[src/rtl/assert_macros.svh]
// assertion helpers for the rtl files (included by polygon_scanline_span_fill_unit)
`ifndef ASSERT_MACROS_SVH
`define ASSERT_MACROS_SVH

// concurrent check on aclk, masked while in reset
`define CHK_CLK(label, prop, msg) \
    label: assert property (@(posedge aclk) disable iff (!aresetn) (prop)) else $error(msg);

// concurrent check that also runs during reset
`define CHK_ALWAYS(label, prop, msg) \
    label: assert property (@(posedge aclk) (prop)) else $error(msg);

`endif

[src/rtl/psf_pkg.sv]
`timescale 1ns / 1ps
// ----------------------------------------------------------------------------
// psf_pkg
// shared constants and types for the scanline span fill unit
// ----------------------------------------------------------------------------
package psf_pkg;
    localparam int MaxVerts  = 16;
    localparam int CoordBits = 12;
    localparam int IdxBits   = $clog2(MaxVerts);
    localparam int CntBits   = $clog2(MaxVerts + 1);
    localparam int CfgBits   = 5;

    localparam logic REQ_LOAD = 1'b0;
    localparam logic REQ_FILL = 1'b1;

    localparam logic [0:0] REG_VERTEX_COUNT = 1'b0;

    typedef logic [CoordBits-1:0] coord_t;

    // divider request / reply
    typedef struct packed {
        logic   start;
        coord_t num;   // (y - yl), unsigned
        coord_t den;   // yh - yl, nonzero
        coord_t mag;   // |xh - xl|
    } div_req_t;

    typedef struct packed {
        logic   done;
        coord_t quo;   // floor(num*mag/den)
    } div_rsp_t;
endpackage

[src/rtl/psf_ram.sv]
`timescale 1ns / 1ps
// ----------------------------------------------------------------------------
// psf_ram
// generic single port ram, registered read
// ----------------------------------------------------------------------------
module psf_ram #(
    parameter int Width = 12,
    parameter int Depth = 16
) (
    input  logic                     aclk,
    input  logic                     we,
    input  logic [$clog2(Depth)-1:0] addr,
    input  logic [Width-1:0]         wdata,
    output logic [Width-1:0]         rdata
);
    logic [Width-1:0] mem_reg [Depth];
    logic [Width-1:0] rdata_reg;

    always_ff @(posedge aclk) begin
        if (we) begin
            mem_reg[addr] <= wdata;
        end
        rdata_reg <= mem_reg[addr];
    end
    assign rdata = rdata_reg;
endmodule

[src/rtl/psf_div.sv]
`timescale 1ns / 1ps
// ----------------------------------------------------------------------------
// psf_div
// multiply then restoring divide, one quotient bit per cycle
// ----------------------------------------------------------------------------
module psf_div (
    input  logic              aclk,
    input  logic              aresetn,
    input  psf_pkg::div_req_t req,
    output psf_pkg::div_rsp_t rsp
);
    localparam int PW = 2 * psf_pkg::CoordBits;
    localparam int SW = $clog2(PW + 2);

    logic [PW-1:0]                 prod_reg, prod_next;
    logic [psf_pkg::CoordBits:0]   rem_reg, rem_next;
    logic [PW-1:0]                 quo_reg, quo_next;
    psf_pkg::coord_t               den_reg, den_next;
    logic [SW-1:0]                 cnt_reg, cnt_next;
    logic                          busy_reg, busy_next;
    logic                          done_reg, done_next;
    logic [psf_pkg::CoordBits:0]   trial;

    always_comb begin
        prod_next = prod_reg;
        rem_next  = rem_reg;
        quo_next  = quo_reg;
        den_next  = den_reg;
        cnt_next  = cnt_reg;
        busy_next = busy_reg;
        done_next = 1'b0;
        trial     = {rem_reg[psf_pkg::CoordBits-1:0], prod_reg[PW-1]};
        if (req.start) begin
            prod_next = req.num * req.mag;
            rem_next  = '0;
            quo_next  = '0;
            den_next  = req.den;
            cnt_next  = SW'(PW);
            busy_next = 1'b1;
        end else if (busy_reg) begin
            prod_next = {prod_reg[PW-2:0], 1'b0};
            if (trial >= {1'b0, den_reg}) begin
                rem_next = trial - {1'b0, den_reg};
                quo_next = {quo_reg[PW-2:0], 1'b1};
            end else begin
                rem_next = trial;
                quo_next = {quo_reg[PW-2:0], 1'b0};
            end
            cnt_next = cnt_reg - 1'b1;
            if (cnt_reg == SW'(1)) begin
                busy_next = 1'b0;
                done_next = 1'b1;
            end
        end
    end

    always_ff @(posedge aclk) begin
        if (!aresetn) begin
            busy_reg <= 1'b0;
            done_reg <= 1'b0;
            cnt_reg  <= '0;
        end else begin
            busy_reg <= busy_next;
            done_reg <= done_next;
            cnt_reg  <= cnt_next;
        end
        prod_reg <= prod_next;
        rem_reg  <= rem_next;
        quo_reg  <= quo_next;
        den_reg  <= den_next;
    end

    assign rsp.done = done_reg;
    assign rsp.quo  = quo_reg[psf_pkg::CoordBits-1:0];
endmodule

[src/rtl/polygon_scanline_span_fill_unit.sv]
`timescale 1ns / 1ps
// ----------------------------------------------------------------------------
// polygon_scanline_span_fill_unit
// scanline polygon fill: vertex store, edge walk, crossing sort, span output
// ----------------------------------------------------------------------------
// usage:
//   s_ channel carries one request per transaction: a vertex load (req_type 0)
//   writes vertex_x/vertex_y into slot vertex_index, a fill (req_type 1) walks
//   the closed edge list for scanline scan_y
//   m_ channel returns spans left to right, span_last on the final one; a
//   scanline crossing no edge gives one transaction with span_empty set
//   vertex_count is written over the apb port at address 0
// fill sequence:
//   a load is taken and s_ready stays high; a fill walks every edge (read a,
//   read b, test), runs each crossing edge through the shared bit-serial
//   divider, insertion sorts the n crossings through the crossing ram and
//   then sends the spans; s_ready stays low until the fill returns to idle,
//   so the next request waits
// reset: synchronous, aresetn low; vertex_count and m_valid clear and the sequencer goes idle, stores are undefined
// stall: m_ready low holds the span register and the sequencer waits
// ----------------------------------------------------------------------------
`include "assert_macros.svh"
module polygon_scanline_span_fill_unit (
    input  logic        aclk,
    input  logic        aresetn,
    input  logic        s_valid,
    output logic        s_ready,
    input  logic        s_req_type,
    input  logic [3:0]  s_vertex_index,
    input  logic [11:0] s_vertex_x,
    input  logic [11:0] s_vertex_y,
    input  logic [11:0] s_scan_y,
    output logic        m_valid,
    input  logic        m_ready,
    output logic [11:0] m_span_y,
    output logic [11:0] m_span_x_start,
    output logic [11:0] m_span_x_end,
    output logic        m_span_empty,
    output logic        m_span_last,
    input  logic        psel,
    input  logic        penable,
    input  logic        pwrite,
    input  logic [2:0]  paddr,
    input  logic [31:0] pwdata,
    output logic [31:0] prdata,
    output logic        pready
);
    localparam int CW = psf_pkg::CoordBits;
    localparam int IW = psf_pkg::IdxBits;
    localparam int NW = psf_pkg::CntBits;

    // sequencer states
    localparam logic [3:0] ST_IDLE  = 4'd0;
    localparam logic [3:0] ST_RDA   = 4'd1;  // read vertex i
    localparam logic [3:0] ST_RDB   = 4'd2;  // capture a, read vertex next
    localparam logic [3:0] ST_EDGE  = 4'd3;  // b on ram output, test edge
    localparam logic [3:0] ST_DIV   = 4'd4;
    localparam logic [3:0] ST_SRDV  = 4'd5;  // sort: read key at i
    localparam logic [3:0] ST_SRDJ  = 4'd6;  // sort: read j-1
    localparam logic [3:0] ST_SCMP  = 4'd7;  // sort: compare/shift
    localparam logic [3:0] ST_ORDA  = 4'd8;  // output: read start
    localparam logic [3:0] ST_ORDB  = 4'd9;  // output: read end
    localparam logic [3:0] ST_OUT   = 4'd10;
    localparam logic [3:0] ST_KEYLD = 4'd11; // sort: capture key

    logic [3:0]   st_reg, st_next;
    logic [4:0]   vcnt_reg;
    logic [NW-1:0] cnt_reg, cnt_next;     // saturated vertex count
    logic [NW-1:0] i_reg, i_next;
    logic [NW-1:0] j_reg, j_next;
    logic [NW-1:0] nc_reg, nc_next;
    psf_pkg::coord_t sy_reg, sy_next;
    psf_pkg::coord_t xa_reg, xa_next, ya_reg, ya_next;
    psf_pkg::coord_t xl_reg, xl_next, neg_reg, neg_next;
    psf_pkg::coord_t key_reg, key_next;
    psf_pkg::coord_t xs_reg, xs_next;
    logic          m_valid_reg, m_valid_next;
    psf_pkg::coord_t my_reg, my_next;
    psf_pkg::coord_t mxs_reg, mxs_next, mxe_reg, mxe_next;
    logic          mempty_reg, mempty_next, mlast_reg, mlast_next;

    // vertex rams
    logic          v_we;
    logic [IW-1:0] v_addr;
    psf_pkg::coord_t vx_wd, vy_wd, vx_rd, vy_rd;
    // crossing ram
    logic          c_we;
    logic [IW-1:0] c_addr;
    psf_pkg::coord_t c_wd, c_rd;

    psf_pkg::div_req_t dreq;
    psf_pkg::div_rsp_t drsp;

    psf_ram #(.Width(CW), .Depth(psf_pkg::MaxVerts)) u_vx_ram (
        .aclk(aclk), .we(v_we), .addr(v_addr), .wdata(vx_wd), .rdata(vx_rd));
    psf_ram #(.Width(CW), .Depth(psf_pkg::MaxVerts)) u_vy_ram (
        .aclk(aclk), .we(v_we), .addr(v_addr), .wdata(vy_wd), .rdata(vy_rd));
    psf_ram #(.Width(CW), .Depth(psf_pkg::MaxVerts)) u_cross_ram (
        .aclk(aclk), .we(c_we), .addr(c_addr), .wdata(c_wd), .rdata(c_rd));
    psf_div u_div (.aclk(aclk), .aresetn(aresetn), .req(dreq), .rsp(drsp));

    // apb: always ready, single register
    logic cfg_wr;
    assign pready = 1'b1;
    assign cfg_wr = psel && penable && pwrite && (paddr[2] == psf_pkg::REG_VERTEX_COUNT)
                    && (paddr[1:0] == 2'b00);
    assign prdata = (paddr[2] == psf_pkg::REG_VERTEX_COUNT) ? {27'd0, vcnt_reg} : 32'd0;

    assign s_ready = (st_reg == ST_IDLE);
    assign m_valid = m_valid_reg;
    // span scanline has its own register so a new fill cannot disturb a waiting span
    assign m_span_y = my_reg;
    assign m_span_x_start = mxs_reg;
    assign m_span_x_end = mxe_reg;
    assign m_span_empty = mempty_reg;
    assign m_span_last = mlast_reg;

    // i plus one; ST_RDB wraps it to slot 0 to close the list
    logic [NW-1:0] i_inc;
    assign i_inc = i_reg + 1'b1;

    psf_pkg::coord_t xb_w, yb_w;
    logic          b_up;
    assign xb_w = vx_rd;
    assign yb_w = vy_rd;
    assign b_up = (ya_reg < yb_w);

    always_comb begin
        st_next   = st_reg;
        cnt_next  = cnt_reg;
        i_next    = i_reg;
        j_next    = j_reg;
        nc_next   = nc_reg;
        sy_next   = sy_reg;
        xa_next   = xa_reg;
        ya_next   = ya_reg;
        xl_next   = xl_reg;
        neg_next  = neg_reg;
        key_next  = key_reg;
        xs_next   = xs_reg;
        m_valid_next = m_valid_reg;
        my_next   = my_reg;
        mxs_next  = mxs_reg;
        mxe_next  = mxe_reg;
        mempty_next = mempty_reg;
        mlast_next  = mlast_reg;
        v_we   = 1'b0;
        v_addr = i_reg[IW-1:0];
        vx_wd  = s_vertex_x;
        vy_wd  = s_vertex_y;
        c_we   = 1'b0;
        c_addr = i_reg[IW-1:0];
        c_wd   = key_reg;
        dreq   = '0;

        if (m_valid_reg && m_ready) begin
            m_valid_next = 1'b0;
        end

        case (st_reg)
            ST_IDLE: begin
                if (s_valid) begin
                    if (s_req_type == psf_pkg::REQ_LOAD) begin
                        v_we   = 1'b1;
                        v_addr = s_vertex_index;
                    end else begin
                        sy_next  = s_scan_y;
                        cnt_next = (vcnt_reg > 5'(psf_pkg::MaxVerts))
                                   ? NW'(psf_pkg::MaxVerts) : NW'(vcnt_reg);
                        i_next   = '0;
                        nc_next  = '0;
                        st_next  = ST_RDA;
                    end
                end
            end
            ST_RDA: begin
                if (i_reg >= cnt_reg || cnt_reg < NW'(2)) begin
                    i_next  = NW'(1);
                    st_next = ST_SRDV;
                end else begin
                    v_addr  = i_reg[IW-1:0];
                    st_next = ST_RDB;
                end
            end
            ST_RDB: begin
                xa_next = vx_rd;
                ya_next = vy_rd;
                v_addr  = (i_inc == cnt_reg) ? '0 : i_inc[IW-1:0];
                st_next = ST_EDGE;
            end
            ST_EDGE: begin
                if (ya_reg == yb_w) begin
                    i_next  = i_inc;
                    st_next = ST_RDA;
                end else begin
                    if (b_up) begin
                        // lower end is a
                        if (ya_reg <= sy_reg && sy_reg < yb_w) begin
                            xl_next  = xa_reg;
                            neg_next = {CW{(xb_w < xa_reg)}};
                            dreq.start = 1'b1;
                            dreq.num = sy_reg - ya_reg;
                            dreq.den = yb_w - ya_reg;
                            dreq.mag = (xb_w < xa_reg) ? xa_reg - xb_w : xb_w - xa_reg;
                            st_next = ST_DIV;
                        end else begin
                            i_next  = i_inc;
                            st_next = ST_RDA;
                        end
                    end else begin
                        if (yb_w <= sy_reg && sy_reg < ya_reg) begin
                            xl_next  = xb_w;
                            neg_next = {CW{(xa_reg < xb_w)}};
                            dreq.start = 1'b1;
                            dreq.num = sy_reg - yb_w;
                            dreq.den = ya_reg - yb_w;
                            dreq.mag = (xa_reg < xb_w) ? xb_w - xa_reg : xa_reg - xb_w;
                            st_next = ST_DIV;
                        end else begin
                            i_next  = i_inc;
                            st_next = ST_RDA;
                        end
                    end
                end
            end
            ST_DIV: begin
                if (drsp.done) begin
                    // truncation toward zero: subtract magnitude when falling
                    c_we    = 1'b1;
                    c_addr  = nc_reg[IW-1:0];
                    c_wd    = neg_reg[0] ? xl_reg - drsp.quo : xl_reg + drsp.quo;
                    nc_next = nc_reg + 1'b1;
                    i_next  = i_inc;
                    st_next = ST_RDA;
                end
            end
            // insertion sort held in the crossing ram
            ST_SRDV: begin
                if (i_reg >= nc_reg) begin
                    i_next  = '0;
                    st_next = ST_ORDA;
                end else begin
                    c_addr  = i_reg[IW-1:0];
                    st_next = ST_KEYLD;
                end
            end
            ST_KEYLD: begin
                key_next = c_rd;
                j_next   = i_reg;
                st_next  = ST_SRDJ;
            end
            ST_SRDJ: begin
                if (j_reg == '0) begin
                    c_we    = 1'b1;
                    c_addr  = '0;
                    i_next  = i_inc;
                    st_next = ST_SRDV;
                end else begin
                    c_addr  = IW'(j_reg - 1'b1);
                    st_next = ST_SCMP;
                end
            end
            ST_SCMP: begin
                c_we   = 1'b1;
                c_addr = j_reg[IW-1:0];
                if (c_rd > key_reg) begin
                    c_wd    = c_rd;
                    j_next  = j_reg - 1'b1;
                    st_next = ST_SRDJ;
                end else begin
                    i_next  = i_inc;
                    st_next = ST_SRDV;
                end
            end
            ST_ORDA: begin
                if (!m_valid_reg || m_ready) begin
                    if (nc_reg == '0) begin
                        m_valid_next = 1'b1;
                        my_next  = sy_reg;
                        mxs_next = '0;
                        mxe_next = '0;
                        mempty_next = 1'b1;
                        mlast_next  = 1'b1;
                        st_next = ST_IDLE;
                    end else if (i_reg >= nc_reg) begin
                        st_next = ST_IDLE;
                    end else begin
                        c_addr  = i_reg[IW-1:0];
                        st_next = ST_ORDB;
                    end
                end
            end
            ST_ORDB: begin
                xs_next = c_rd;
                c_addr  = IW'(i_inc);
                st_next = ST_OUT;
            end
            ST_OUT: begin
                m_valid_next = 1'b1;
                my_next  = sy_reg;
                mxs_next = xs_reg;
                mxe_next = (i_inc < nc_reg) ? c_rd : xs_reg;
                mempty_next = 1'b0;
                mlast_next  = (i_reg + NW'(2) >= nc_reg);
                i_next   = i_reg + NW'(2);
                st_next  = ST_ORDA;
            end
            default: st_next = ST_IDLE;
        endcase
    end

    always_ff @(posedge aclk) begin
        if (!aresetn) begin
            st_reg      <= ST_IDLE;
            vcnt_reg    <= '0;
            m_valid_reg <= 1'b0;
        end else begin
            st_reg      <= st_next;
            m_valid_reg <= m_valid_next;
            if (cfg_wr) begin
                vcnt_reg <= pwdata[4:0];
            end
        end
        cnt_reg    <= cnt_next;
        i_reg      <= i_next;
        j_reg      <= j_next;
        nc_reg     <= nc_next;
        sy_reg     <= sy_next;
        xa_reg     <= xa_next;
        ya_reg     <= ya_next;
        xl_reg     <= xl_next;
        neg_reg    <= neg_next;
        key_reg    <= key_next;
        xs_reg     <= xs_next;
        my_reg     <= my_next;
        mxs_reg    <= mxs_next;
        mxe_reg    <= mxe_next;
        mempty_reg <= mempty_next;
        mlast_reg  <= mlast_next;
    end

    // a new span never overwrites a waiting one
    `CHK_CLK(a_no_overwrite, (m_valid && !m_ready) |=> (m_valid && $stable(m_span_x_start)), "span dropped")
    // input is only taken while the sequencer is idle
    `CHK_CLK(a_busy_no_accept, (st_reg != ST_IDLE) |-> !s_ready, "accept while busy")
    // crossing count never exceeds the vertex count
    `CHK_CLK(a_nc_bound, (nc_reg <= cnt_reg) || (st_reg == ST_IDLE), "crossing overflow")
endmodule
[config.mk]
export PLATFORM = sky130hd
export DESIGN_NAME = polygon_scanline_span_fill_unit
export DESIGN_NICKNAME = d
export VERILOG_FILES = /design/src/rtl/psf_pkg.sv /design/src/rtl/psf_ram.sv /design/src/rtl/psf_div.sv /design/src/rtl/polygon_scanline_span_fill_unit.sv
export VERILOG_INCLUDE_DIRS = /design/src /design/src/rtl
export SDC_FILE = /design/constraint.sdc
export NUM_CORES = 2
export LEC_CHECK = 0
export BUFFER_PORTS_ARGS = -buffer_cell sky130_fd_sc_hd__buf_2
export CORE_MARGIN = 5
export CORE_UTILIZATION = 23
export CTS_CLUSTER_DIAMETER = 80
export CTS_CLUSTER_SIZE = 12
export DETAILED_ROUTE_END_ITERATION = 7
export HOLD_SLACK_MARGIN = 0.15
export PLACE_DENSITY = 0.34
export SETUP_SLACK_MARGIN = 0.3
export SLEW_MARGIN = 5
export SYNTH_ARGS = -nofsm -noshare
export SYNTH_HDL_FRONTEND = slang
export SYNTH_SLANG_ARGS = --single-unit
[constraint.sdc]
create_clock -name aclk -period 8.12 [get_ports aclk]
set_input_delay 1.218 -clock aclk [delete_from_list [all_inputs] [get_ports aclk]]
set_output_delay 1.218 -clock aclk [all_outputs]
set_load 0.02 [all_outputs]
---- Yosys cells after proc, flatten, opt, wreduce, memory -nomap -nowiden ----
Memories as Yosys holds them, arrays and structs flattened. A register that Yosys moved wholly into a read port is not among the register bits.
Cells that the tools add are included.
Widths: inputs -> output; s select.
cells by class
  add/sub/neg operators ................... 14
  multipliers ............................. 1
  order comparisons ....................... 15
  eq/ne operators ......................... 27
  muxes and demuxes ....................... 92
  bitwise logic cells ..................... 5
  reduce and logical (&&, ||, !) cells .... 30
operators with widths
  operator            count
  $mux 37             5
  $mux 12             14
  $pmux 12 s2         4
  $sub 12x12->12      8
  $mux 5              16
  $lt 12x12->1        5
  $mux 4              13
  $mux 24             2
  $pmux 4 s12         1
  $pmux 5 s8          1
  $le 12x12->1        2
  $mul 12x12->24      1
  $mux 1              22
  $pmux 5 s2          2
  $eq 4x3->1 const B  4
  $eq 4x4->1 const B  4
  $ne 2x2->1 const B  8
  $pmux 4 s4          1
  $ge 5x5->1          3
  $ge 13x12->1        1
  $add 12x12->12      1
  $eq 12x12->1        1
  $gt 12x12->1        1
  $reduce_and 4->1    3
  other kinds (31)    61
storage, ports and cells
  bits in registers ....................... 208
  bits in writable memories ............... 576
  bits of input ports ..................... 83
  output and inout bits ................... 73
  logic and storage cells ................. 214
  memories ................................ 3
memories
  name                 depth  width  read ports  clocked after memory_dff  wr ports  RTL line       source
  u_cross_ram.mem_reg  16     12     1           1                         1         psf_ram.sv:16  logic [Width-1:0] mem_reg [Depth];
  u_vx_ram.mem_reg     16     12     1           1                         1         psf_ram.sv:16
  u_vy_ram.mem_reg     16     12     1           1                         1         psf_ram.sv:16

---- Longest topological paths before layout ----
  depth after elaboration ................. 8
  gate-level depth with buffers ........... 32
  gate-level depth less buffers ........... 31

---- By module ----
A second synthesis with hierarchy kept.
second synthesis, totals
  cells, all modules ...................... 3,088
  area total of the unflattened synthesis .. 42,172.9 um^2
by module, submodules not included
  module                           times used  cells each  area each (um^2)
  psf_ram                          3           331         7,586.0
  polygon_scanline_span_fill_unit  1           1,230       11,348.4
  psf_div                          1           865         8,066.5

---- Worst setup path after synthesis ----
Ideal clock, no wire load.
  path kind ............................... register to register
  from .................................... reg xa_reg[0]
  to ...................................... reg u_div.prod_reg[23], data pin
  library setup time ...................... 0.266 ns
  data arrival time ....................... 7.029 ns
  required time ........................... 7.854 ns
  setup slack ............................. 0.825 ns
  cell stages (with the launch flop) ...... 30
  clock period less this slack ............ 7.295 ns
  path through ............................ edfxtp_1 ha_1 inv_1 fa_1 a21o_1 a21oi_1 o211ai_1 a21oi_2 mux2_2 o221ai_1 nand3b_1 buf_4 nand2b_1 fa_1 fa_1 inv_1 fa_1 fa_1 inv_1 fa_1 inv_1 ha_1 a21oi_1 o21ai_0 nor3b_1 a211o_1 nand2_1 o41ai_1 xnor2_1 o21ai_0
on the way
  longest elaborated chain between the ends .. 8
  elaborated cells between the ends (all ways) .. 13
  classes of those cells .................. add/sub (2); mul (1); order compare (2); mux (8)
ends and longest elaborated chain
  what                                          RTL line                                                                        source
  from (decl)                                   polygon_scanline_span_fill_unit.sv:73                                           psf_pkg::coord_t xa_reg, xa_next, ya_reg, ya_next;
  from (signal assigned)                        polygon_scanline_span_fill_unit.sv:329                                          xa_reg <= xa_next;
  $sub 12x12->12, or another cell as far along  polygon_scanline_span_fill_unit.sv:204, polygon_scanline_span_fill_unit.sv:217
  $mux 12, on equally long branches             polygon_scanline_span_fill_unit.sv:217, polygon_scanline_span_fill_unit.sv:204
  $mux 37, on equally long branches             polygon_scanline_span_fill_unit.sv:211, polygon_scanline_span_fill_unit.sv:198
  $mux 37 *                                     polygon_scanline_span_fill_unit.sv:196                                          if (b_up) begin
  $mux 37 *                                     polygon_scanline_span_fill_unit.sv:192                                          if (ya_reg == yb_w) begin
  $mux 37 *                                     polygon_scanline_span_fill_unit.sv:160                                          case (st_reg)
  $mul 12x12->24 *                              psf_div.sv:34                                                                   prod_next = req.num * req.mag;
  $mux 24 *                                     psf_div.sv:33                                                                   if (req.start) begin
  named net u_div.prod_next[23]                 psf_div.sv:15                                                                   logic [PW-1:0] prod_reg, prod_next;
  to (signal assigned)                          psf_div.sv:67                                                                   prod_reg <= prod_next;
  to (decl)                                     psf_div.sv:15
The timed path passes the listed nets; every way through them passes the cells marked *.
A chain may end at the register's enable or synchronous reset.

---- Final worst setup path ----
  from .................................... reg xa_reg[0]
  to ...................................... reg u_div.prod_reg[19], data pin
Same word-level chain as after synthesis.

==> summary.md <==
| Metric | Value |
|---|---|
| Die W | `443 um` |
| Int Pwr | `10.2 mW` |
| Placer Congestion | `0.758` |
| Htree depth | `3` |
| Core Region | `0.187 mm^2` |
| Pre-CTS setup slack | `0.0783 ns` |
| Metal2 WL | `62300 um` |
| Worst slew pin tran | `1.26 ns` |
| Hold Fails Final Rpt | `0` |
| # IOs | `156` |
| Startpoint Class | `flop` |
| Drt wl/cell | `20.4 um` |
| Die area | `0.196 mm^2` |
| Antenna Nets Post-Route | `0` |
| Pre-Repair DR Iteration Count | `5` |
| Clk Latency, worst-skew pair | `0.73 ns` |
| CP endpoint | `u_div.prod_reg[19]` |
| Fin nets | `4054` |
| Clk_skew | `0.0555 ns` |
| Placed wire-length estimate | `85400 um` |
| Post-synth EDFFs | `743` |
| Initial Utilization | `0.231` |
| Met3 wire length | `3380 um` |
| Clock Power Share | `0.243` |
| Die Height | `443 um` |
| CTS buffer count | `90` |
| Seq/Total Area, Yosys | `0.553` |
| R2R Path End | `u_div.prod_reg[19]` |
| Row count | `159` |
| Share of cells above drive strength 1 | `0.178` |
| GRT Total Usage | `0.127` |
| Reg clk slew, reported paths | `0.06 ns` |
| Post-Syn Area | `0.0432 mm^2` |
| Max rail drop VDD | `0.000288 V` |
| Vias per inst | `4.29` |
| Fin area | `0.0512 mm^2` |
| Leakage | `19.1 nW` |
| I/O Buffers | `100` |
| Placed Instance Area | `0.0476 mm^2` |
| NetSw | `6.64 mW` |
| Comb power frac | `0.447` |
| Final setup violation count | `0` |
| Final Cycle Share | `0.930` |
| Hold_sp | `u_vy_ram.rdata[11]` |
| CP Max Fanout | `5` |
| Post-route setup slack | `0.572 ns` |
| TNS Setup | `0 ns` |
| Vias in the first global route | `27700` |
| Bufs on Longest Clock Path | `3` |
| Cell count after synthesis | `3429` |
| Layout fillers | `19300` |
| Met1 Routed Length | `58700 um` |
| CP Class | `flop to flop` |
| Synth top area share | `0.517` |
| Async set or reset register ratio after synthesis | `0` |
| Clock sink count | `820` |
| Global-route wire length before repair | `189000 um` |
| Highest clock rate | `0.132 GHz` |
| Hold buffers post-CTS | `0` |
| Area occupied by multi-input gates | `0.0181 mm^2` |
| Power per cell area | `329 mW/mm^2` |
| Core Util, Final | `0.273` |
| Root Buffer | `clkbuf_16` |
| Register area | `0.0239 mm^2` |
| Pin count of the biggest net entering global routing | `123` |
| CP Launch Point | `xa_reg[0]` |
| Worst setup EP type | `flop` |
| Seq pwr share | `0.311` |
| Final WL | `128000 um` |
| Synth warnings | `0` |
| Global route total overflow | `0` |
| Fin crit period | `7.55 ns` |
| Slew margin rel. | `0.155` |
| Post-synthesis register bit count | `820` |
| CTS tree | `done` |
| Worst R2R Setup Slack | `0.57 ns` |
| Min-Delay Path Class | `flop to flop` |
| Top-count cell post-synth | `edfxtp_1` |
| Crit path largest cell delay | `0.58 ns` |
| RSZ-0062 raised after global routing | `yes` |
| Slowest-stage cell, CP | `fa_1` |
| Top cells by area, synth | `edfxtp_1 52%, mux2i_1 6.2%, ha_1 5.7%, fa_1 5.0%, dfxtp_1 3.6%` |
| Synth top cells by count | `743 x edfxtp_1, 266 x mux2i_1, 256 x inv_1` |
| Worst EP arrival | `8.02 ns` |
| Detailed-route via count | `26700` |
| Syn Area/Cell | `12.6 um^2` |
| Top layer in use | `met5` |
| Crit Reg-Reg Startpoint | `xa_reg[0]` |
| Register-to-Register Path Depth | `32` |
| Initial antenna violation count | `12` |
| Fin. max-slew vios | `0` |
| Leading area contributor after synthesis | `edfxtp_1` |
| Synth Flop Type | `edfxtp_1` |
| Yosys cell types | `87` |
| Outcome | `complete, no violations` |
| Area Growth Syn to Fin | `18.6%` |
| Max Cap Viol | `0` |
| WP data required | `8.59 ns` |
| Post-route DRC | `0` |
| Initial DRC count | `1270` |
| Sw frac | `0.394` |
power by group through the flow:
stage,clock [mW],combinational (mW),sequential [mW]
finish,4.08,7.52,5.23
floorplan,0,4.87,5.20
CTS,4.27,7.45,5.24
global placement,0,7.37,5.33
detailed placement,0,7.36,5.33
global route,4.43,8.22,5.27
layout make-up:
cell class | instances | area share
well taps | 2495 | 0.0610
flip-flops and latches | 820 | 0.466
diodes | 4 | 0.000196
inverters | 256 | 0.0188
multi-input cells | 2182 | 0.354
clock buffers | 128 | 0.0474
clock inverters | 33 | 0.00873
repair buffers | 318 | 0.0443
metal layers:
metal / vias to the layer above / global-route usage
met1: 13300 / 0.167
met4: 6 / 0.0337
li1: 13000 / -
met3: 140 / 0.0188
met2: 296 / 0.220
met5: - / 0
layout by cell type (no fill, tap or decap), drive strengths merged, types with 17 or more instances in the layout:
cell type,instances
a22oi,19
nand2b,37
edfxtp,743
o21ai,101
mux2i,266
xnor2,53
nand3b,17
nor2b,75
conb,28
mux2,76
xor2,32
ha,195
o21a,21
nor2,168
nand2,183
clkbuf,128
or3,42
a211oi,138
fa,108
inv,266
a31oi,19
and2,82
a21o,47
dfxtp,77
nand3,41
o22ai,49
buf,318
a21oi,118
nor3,67
what timing repair did:
| item | 4_1_cts | 5_1_grt |
|---|---|---|
| pin swaps | 2 | 45 |
| buffers inserted | 4 | 22 |
| gates resized for setup | 17 | 101 |
| endpoints found under the setup margin | 4 | 11 |
logic make-up after synthesis:
kind of cell | share of synthesized area
muxes | 0.0815
AOI/OAI and AO/OA | 0.102
and+or+nand+nor | 0.0921
xor gates and xnor gates | 0.0188
buffers and inverters | 0.0462
adders and majority gates | 0.107
other | 0.000174
DFF | 0.553
critical path, delay by kind of cell (launching register included):
kind	cells	cell delay [ns]
buffers and inverters	8	0.71
AOI/OAI and AO/OA	7	1.61
xor gates and xnor gates	1	0.13
DFF	1	0.40
and+or+nand+nor	7	0.89
adders and majority gates	8	3.31
muxes	1	0.26
how the worst min path moves through the flow:
stage                 endpoint  slack [ns]  cells past startpoint
global placement    ya_reg[11]        0.42                      0
detailed placement  ya_reg[11]        0.42                      0
floorplan           ya_reg[11]        0.41                      0
finish              ya_reg[11]        0.44                      0
global route        ya_reg[11]        0.45                      0
CTS                 ya_reg[11]        0.44                      0
stage by stage:
stage          hold slack [ns]  instances  power (mW)
4_1_cts                  0.441       6210        17.0
3_3_place_gp             0.423       6045        12.7
3_5_place_dp             0.424       6045        12.7
2_1_floorplan            0.408       3455        10.1
5_1_grt                  0.454       6234        17.9
6_report                 0.442       6236        16.8
No activity file was read; power rests on OpenSTA's default activity.
